### src/rtl/pip_pkg.sv
package pip_pkg;

    typedef enum logic [3:0] {
        S_IDLE,
        S_SETUP,
        S_MUL,
        S_MWAIT,
        S_CHECK,
        S_ANGLE,
        S_MAG,
        S_JUDGE,
        S_EMIT
    } pip_state_t;

    typedef enum logic [1:0] {
        C_IDLE,
        C_NORM,
        C_ROT,
        C_DONE
    } cordic_state_t;

    typedef enum logic [1:0] {
        PROD_AX_BY,
        PROD_BX_AY,
        PROD_AX_BX,
        PROD_AY_BY
    } prod_sel_t;

    typedef struct packed {
        logic        done;
        logic [31:0] angle;
    } cordic_res_t;

    localparam logic OP_QUERY  = 1'b0;
    localparam logic OP_VERTEX = 1'b1;

    localparam logic [2:0] STATUS_OUTSIDE    = 3'd0;
    localparam logic [2:0] STATUS_TOUCH      = 3'd1;
    localparam logic [2:0] STATUS_INSIDE     = 3'd2;
    localparam logic [2:0] STATUS_UNDET      = 3'd3;
    localparam logic [2:0] STATUS_NOT_CLOSED = 3'd4;

    localparam logic REG_CLOSE_TOL = 1'b0;
    localparam logic REG_ANGLE_TOL = 1'b1;

    localparam logic [15:0] CLOSE_TOL_RESET = 16'd1;
    localparam logic [30:0] ANGLE_TOL_RESET = 31'd683565;

    localparam int CORDIC_W       = 64;
    localparam int NORM_LIMIT_BIT = 60;
    localparam int NORM_COARSE    = 8;

    function automatic logic [31:0] atan_entry(input logic [4:0] idx);
        logic [31:0] v;
        case (idx)
            5'd0:    v = 32'h20000000;
            5'd1:    v = 32'h12E4051E;
            5'd2:    v = 32'h09FB385B;
            5'd3:    v = 32'h051111D4;
            5'd4:    v = 32'h028B0D43;
            5'd5:    v = 32'h0145D7E1;
            5'd6:    v = 32'h00A2F61E;
            5'd7:    v = 32'h00517C55;
            5'd8:    v = 32'h0028BE53;
            5'd9:    v = 32'h00145F2F;
            5'd10:   v = 32'h000A2F98;
            5'd11:   v = 32'h000517CC;
            5'd12:   v = 32'h00028BE6;
            5'd13:   v = 32'h000145F3;
            5'd14:   v = 32'h0000A2FA;
            5'd15:   v = 32'h0000517D;
            5'd16:   v = 32'h000028BE;
            5'd17:   v = 32'h0000145F;
            5'd18:   v = 32'h00000A30;
            5'd19:   v = 32'h00000518;
            5'd20:   v = 32'h0000028C;
            5'd21:   v = 32'h00000146;
            5'd22:   v = 32'h000000A3;
            5'd23:   v = 32'h00000051;
            5'd24:   v = 32'h00000029;
            5'd25:   v = 32'h00000014;
            5'd26:   v = 32'h0000000A;
            5'd27:   v = 32'h00000005;
            5'd28:   v = 32'h00000003;
            5'd29:   v = 32'h00000001;
            5'd30:   v = 32'h00000001;
            default: v = 32'h00000000;
        endcase
        return v;
    endfunction

endpackage

### src/rtl/pip_mac.sv
module pip_mac
    import pip_pkg::*;
#(
    parameter int DW = 33
)
(
    input  logic                   clk,
    input  logic                   rst_n,
    input  logic                   start,
    input  logic signed [DW-1:0]   a,
    input  logic signed [DW-1:0]   b,
    output logic                   done,
    output logic signed [2*DW-1:0] product
);

    localparam int DIG = (DW + 31) / 32;
    localparam int MW  = DIG * 32;
    localparam int AW  = 2 * MW;
    localparam int PW  = 2 * DW;
    localparam int IW  = (DIG > 1) ? $clog2(DIG) : 1;
    localparam logic [IW-1:0] LAST_DIG = IW'(DIG - 1);

    logic              busy_reg, busy_next;
    logic [IW-1:0]     ia_reg, ia_next;
    logic [IW-1:0]     ib_reg, ib_next;
    logic [MW-1:0]     mag_a_reg, mag_a_next;
    logic [MW-1:0]     mag_b_reg, mag_b_next;
    logic              neg_reg, neg_next;
    logic [63:0]       prod_reg, prod_next;
    logic [IW:0]       pshift_reg, pshift_next;
    logic              pvalid_reg, pvalid_next;
    logic              plast_reg, plast_next;
    logic              sign_reg, sign_next;
    logic [AW-1:0]     acc_reg, acc_next;
    logic              done_reg, done_next;
    logic [PW-1:0]     product_reg, product_next;

    logic [DW-1:0]     abs_a;
    logic [DW-1:0]     abs_b;
    logic              issue_last;
    logic [31:0]       dig_a;
    logic [31:0]       dig_b;

    assign abs_a      = a[DW-1] ? DW'(-a) : DW'(a);
    assign abs_b      = b[DW-1] ? DW'(-b) : DW'(b);
    assign issue_last = (ia_reg == LAST_DIG) && (ib_reg == LAST_DIG);
    assign dig_a      = mag_a_reg[ia_reg*32 +: 32];
    assign dig_b      = mag_b_reg[ib_reg*32 +: 32];

    always_comb
    begin
        busy_next    = busy_reg;
        ia_next      = ia_reg;
        ib_next      = ib_reg;
        mag_a_next   = mag_a_reg;
        mag_b_next   = mag_b_reg;
        neg_next     = neg_reg;
        prod_next    = prod_reg;
        pshift_next  = pshift_reg;
        pvalid_next  = 1'b0;
        plast_next   = 1'b0;
        sign_next    = 1'b0;
        acc_next     = acc_reg;
        done_next    = 1'b0;
        product_next = product_reg;
        if (start)
        begin
            mag_a_next = MW'(abs_a);
            mag_b_next = MW'(abs_b);
            neg_next   = a[DW-1] ^ b[DW-1];
            busy_next  = 1'b1;
            ia_next    = '0;
            ib_next    = '0;
            acc_next   = '0;
        end
        else
        begin
            if (busy_reg)
            begin
                prod_next   = dig_a * dig_b;
                pshift_next = {1'b0, ia_reg} + {1'b0, ib_reg};
                pvalid_next = 1'b1;
                plast_next  = issue_last;
                if (ib_reg == LAST_DIG)
                begin
                    ib_next = '0;
                    ia_next = ia_reg + 1'b1;
                end
                else
                begin
                    ib_next = ib_reg + 1'b1;
                end
                if (issue_last)
                begin
                    busy_next = 1'b0;
                end
            end
            if (pvalid_reg)
            begin
                acc_next  = acc_reg + (AW'(prod_reg) << (pshift_reg * 32));
                sign_next = plast_reg;
            end
            if (sign_reg)
            begin
                product_next = neg_reg ? (-acc_reg[PW-1:0]) : acc_reg[PW-1:0];
                done_next    = 1'b1;
            end
        end
    end

    always_ff @(posedge clk or negedge rst_n)
    begin
        if (!rst_n)
        begin
            busy_reg   <= 1'b0;
            pvalid_reg <= 1'b0;
            plast_reg  <= 1'b0;
            sign_reg   <= 1'b0;
            done_reg   <= 1'b0;
        end
        else
        begin
            busy_reg   <= busy_next;
            pvalid_reg <= pvalid_next;
            plast_reg  <= plast_next;
            sign_reg   <= sign_next;
            done_reg   <= done_next;
        end
    end

    always_ff @(posedge clk)
    begin
        ia_reg      <= ia_next;
        ib_reg      <= ib_next;
        mag_a_reg   <= mag_a_next;
        mag_b_reg   <= mag_b_next;
        neg_reg     <= neg_next;
        prod_reg    <= prod_next;
        pshift_reg  <= pshift_next;
        acc_reg     <= acc_next;
        product_reg <= product_next;
    end

    assign done    = done_reg;
    assign product = product_reg;

endmodule

### config.mk
export PLATFORM = sky130hd
export DESIGN_NAME = pip_mac
export DESIGN_NICKNAME = d
export VERILOG_FILES = /design/src/rtl/pip_pkg.sv /design/src/rtl/pip_mac.sv
export SDC_FILE = /design/constraint.sdc
export NUM_CORES = 2
export LEC_CHECK = 0
export BUFFER_PORTS_ARGS = -buffer_cell sky130_fd_sc_hd__buf_4
export CAP_MARGIN = 20
export CORE_ASPECT_RATIO = 1.1
export CORE_MARGIN = 5
export CORE_UTILIZATION = 35
export DETAILED_ROUTE_END_ITERATION = 10
export PLACE_DENSITY = 0.52
export SYNTH_ARGS = -nofsm -noshare
export SYNTH_HDL_FRONTEND = slang
export SYNTH_SLANG_ARGS = --single-unit
### constraint.sdc
create_clock -name clk -period 18.8 [get_ports clk]
set_input_delay 3.76 -clock clk [delete_from_list [all_inputs] [get_ports clk]]
set_output_delay 3.76 -clock clk [all_outputs]
set_load 0.05 [all_outputs]
## After elaboration in Yosys (flattened, before gate mapping)

Cells that the tools add are included.

- Shift operators: 3
- Bitwise logic cells: 2
- Muxes and demuxes: 15
- Reductions and logical operators: 4
- Divide/modulo/power cells: 0
- Add/subtract/negate cells: 7
- Multiply operators: 1
- Order comparisons: 0
- Equality and inequality tests: 0

Operators by type and width:

| cell | count |
|---|---|
| $add A128 B128 Y128 | 1 |
| $shiftx A64 B7 Y32 | 2 |
| $shl A64 B7 Y128 | 1 |
| $mux W66 | 1 |
| $neg A33 Y33 | 2 |
| $neg A66 Y66 | 1 |
| $mul A32 B32 Y64 | 1 |
| $mux W32 | 2 |
| $mux W1 | 12 |
| $reduce_and A2 Y1 | 3 |
| $add A1 B1 Y1 const B | 2 |
| $add A1 B1 Y2 | 1 |
| $logic_and A1 B1 Y1 | 1 |
| $not A1 Y1 | 1 |
| $xor A1 B1 Y1 | 1 |

- Output and inout bits: 67
- Bits in read-only memories: 0
- Memories: 0
- Bits of input ports: 69
- Bits in registers: 334
- Latch bits: 0
- Logic and storage cells: 48
- Memory bits (writable): 0

## Longest topological paths before layout

- Depth after elaboration: 4
- Depth in mapped cells: 33
- Mapped depth without buffers: 29

## Worst setup path before layout

OpenSTA, ideal clock, no wires.

- Kind: register to register
- Start: register ib_reg
- End: register prod_reg[60], data pin
- Arrival: 8192 ps
- Buffers on the path: 5
- Path slack: 10350 ps
- Clock period less this slack: 8450 ps
- Cell stages (with the launch flop): 33
- Data required time: 18542 ps
- Library setup time: 258 ps
- Path through: dfxtp_1 clkbuf_1 clkbuf_1 nand2b_1 clkbuf_1 clkbuf_1 nor2_1 fa_1 fa_1 fa_1 inv_1 fa_1 inv_1 fa_1 inv_1 fa_1 inv_1 fa_1 inv_1 fa_1 inv_1 ha_1 clkbuf_1 nand2_1 o21ai_0 and2_1 o41ai_1 a311o_1 a21oi_1 a311oi_1 nor3_1 a221o_1 xnor2_1

- Cells in the longest elaborated chain, start to end: 2

RTL lines:

| item | line | text |
|---|---|---|
| start: declaration | pip_mac.sv:25 | `logic [IW-1:0] ib_reg, ib_next;` |
| start signal: assignment | pip_mac.sv:134 | `ib_reg <= ib_next;` |
| $shiftx A64 B7 Y32 | pip_mac.sv:48 | `assign dig_b = mag_b_reg[ib_reg*32 +: 32];` |
| $mul A32 B32 Y64 | pip_mac.sv:80 | `prod_next = dig_a * dig_b;` |
| end signal: assignment | pip_mac.sv:138 | `prod_reg <= prod_next;` |
| end: declaration | pip_mac.sv:29 | `logic [63:0] prod_reg, prod_next;` |

Every way passes these cells.
A chain may end at the register's enable or synchronous reset.

## Final worst setup path

- Start: register ib_reg
- End: register prod_reg[63], data pin

Same word-level chain as after synthesis.

==> flow_summary_export.csv <==
group,metric,value,unit
status,outcome,"finished, final reports clean",
sta,finClkSkew,0.0181,ns
sta,finalSetupViolCount,0,
clock_network,numCtsBuffers,31,
critical_path,crit_top_cell,"fa_1",
run,cap_violations,0,
sta,layout_worst_path_cycle_share,51.5,%
hold_path,min-delay-path-class,"reg -> reg",
clock_network,htreeDepth,1,
route,drc,0,
sta,whs,0.510,ns
critical_path,crit_family,"adder cells",
die,dieWidth,365,um
placed_design,dp_hpwl,129000,um
die,num_io_pins,136,
logic_synthesis,synth_edf_count,199,
clock_network,cts_resized,0,
sta,final.min_clock_period,9.68,ns
logic_synthesis,synth_top_flop_cell,"edfxtp_1",
logic_synthesis,postSynth.asyncResetShare,1.84,%
route,antenna_left,0,
logic_synthesis,synth_cells,5410,
critical_path,r2r_end,"prod_reg[63]$_DFFE_PP_",
clock_network,cts_sinks,272,
placed_design,port_buffers,135,
logic_synthesis,yosys_warnings,0,
sta,setup_ws,9.12,ns
die,rows,143,
global_route,grt_first_pass_wirelength,249000,um
sta,max_freq,0.103,GHz
route,viasPerCell,5.17,
logic_synthesis,synth_cell_types,74,
hold_path,hp-start,"plast_reg$_DFF_PN0_",
critical_path,cp.required,19.25,ns
logic_synthesis,yosys.area.top_type,"fa_1",
global_route,grt_usage,22.7,%
critical_path,crit_path_start,"ib_reg$_SDFFE_PP0P_",
logic_synthesis,synth.area.top_cells,"fa_1, edfxtp_1, ha_1",
logic_synthesis,syn_nets,6708,
sta,hold_viol,0,
logic_synthesis,synth_area,48600,um2
logic_synthesis,synth.avg_cell_area,8.97,um2
sta,tightest_slew,1.34,ns
sta,rsz0062_at_grt,"false",
placed_design,gp_congestion,0.965,
route,initialDrtViolationCount,3150,
route,vias,37364,
critical_path,crit_arrival,10.13,ns
clock_network,clkSlewWorstSetupHoldPaths,0.07,ns
layout,area_growth,8.67,%
critical_path,max_stage_delay,0.74,ns
clock_network,cts_tree,"yes",
sta,fin_setup_tns,0,ns
global_route,grt_max_degree,68,
layout,fin_nets,6685,
clock_network,postCtsHoldBufs,0,
clock_network,post_cts_buffers,0,
logic_synthesis,synth-seq-cells,272,
clock_network,root_buffer,"clkbuf_16",
route,wirelength,166000,um
critical_path,crit_slowest_cell,"o41ai_2",
critical_path,crit_type,"reg -> reg",
critical_path,end_kind,"register",
hold_path,min_path_cells,1,
logic_synthesis,yosysSeqAreaShare,15.4,%
hold_path,min_to,"sign_reg$_DFF_PN0_",
layout,fillers,14117,
logic_synthesis,synth_common_cells,"inv_1, fa_1, nor2_1, nand2_1, ha_1",
die,die_y,401,um
critical_path,rr_startpoint,"ib_reg$_SDFFE_PP0P_",
global_route,grt-ovfl-total,0,
die,core,138000,um2
route,firstDrtPassIters,5,
sta,slew_viol_final,0,
placed_design,dpl_worst_slack,9.14,ns
critical_path,ff2ff_path_depth,26,
clock_network,cts.path.max_buffers,3,
critical_path,worst-path-max-fanout,49,
logic_synthesis,synth_top_cell_area_share,37.0,%
clock_network,clk_latency,0.64,ns
die,start_util,35.2,%
die,die_area,146000,um2
route,drt-wirelength-per-cell,23.0,um
critical_path,critPathLaunchType,"register",
critical_path,cp_num_buf_inv,5,
critical_path,r2r_setup_slack,9.12,ns
sta,relSlewSlack,10.0,%
global_route,antenna_found_initial,3,
logic_synthesis,synth.most_common_cell,"inv_1",
layout,drive_above_1_share,6.73,%
global_route,first_global_vias,39037,
-- worst reg2reg max path, stage by stage (launching register included) --
cell and delay [ns]:
dfxtp_2 0.57, buf_4 0.53, nand2b_2 0.75, nor2_1 0.19, fa_1 0.52, fa_1 0.55
inv_1 0.05, fa_1 0.46, fa_1 0.51, inv_1 0.05, fa_1 0.49, fa_1 0.52
fa_1 0.59, inv_1 0.07, fa_1 0.53, inv_1 0.05, ha_1 0.45, and4_1 0.26
nor2b_1 0.18, nand3_1 0.12, nor3_1 0.18, a21oi_1 0.23, o41ai_2 0.74, a21oi_1 0.24
o211a_1 0.29, o21a_1 0.18, a211oi_1 0.21
-- per-layer routing --
layer | vias up | global-route usage (%) | routed length, um
met2 | 1596 | 36.3 | 74700
met3 | 365 | 4.67 | 14100
li1 | 16752 | - | -
met5 | - | 0 | 25
met1 | 18647 | 30.1 | 68300
met4 | 4 | 9.10 | 8900
-- worst max-delay path by stage --
| stage | end | slack, ns | depth (start not counted) |
|---|---|---|---|
| finish | prod_reg[63]$_DFFE_PP_ | 9.12 | 26 |
| global route | prod_reg[53]$_DFFE_PP_ | 8.72 | 26 |
| CTS | prod_reg[53]$_DFFE_PP_ | 9.12 | 26 |
| detailed placement | prod_reg[53]$_DFFE_PP_ | 9.14 | 26 |
| global placement | prod_reg[53]$_DFFE_PP_ | 8.97 | 26 |
| floorplan | prod_reg[60]$_DFFE_PP_ | 10.35 | 32 |
-- cells in the final DEF, fill, tap and decap left out, drive strengths merged, types with 68 or more instances in the layout --
| cell type | count |
|---|---|
| nand2 | 589 |
| nor2 | 754 |
| dfxtp | 68 |
| mux2i | 72 |
| ha | 332 |
| buf | 253 |
| xnor2 | 184 |
| a21oi | 152 |
| nand2b | 76 |
| o21ai | 135 |
| inv | 961 |
| fa | 897 |
| edfxtp | 199 |
| nor2b | 78 |
-- stage by stage --
stage          std cells  utilization (%)  cell area, um2
3_3_place_gp        7158             37.4           51600
2_1_floorplan       5410                -           48600
3_5_place_dp        7162             37.5           51700
4_1_cts             7220             38.2           52700
6_report            7225             38.3           52800
5_1_grt             7224             38.2           52800
-- logic make-up (layout without fill, tap and decap cells) --
family,after synthesis,after routing,share of synthesized area (%)
buf+inv,1267,1269,9.80
xor+xnor,248,248,4.47
other cells,0,1,0
mux,74,74,1.53
simple gates,1752,1752,15.7
compound gates,568,568,7.60
flops,272,272,15.4
fa+ha+maj,1229,1229,45.5
-- area by class of cell --
class	count	area, um2	area share (%)
Clock buffer	45	848	1.61
Clock inverter	13	168	0.318
Multi-Input combinational cell	3871	36500	69.1
Timing Repair Buffer	253	1970	3.73
Sequential cell	272	7470	14.1
Antenna cell	1	2.50	0.00474
Inverter	958	3600	6.81
Tap cell	1812	2270	4.30
Power is left out: the tool's default activity adds up to more than one toggle a clock period on the data nets, which glitch-free logic cannot reach.
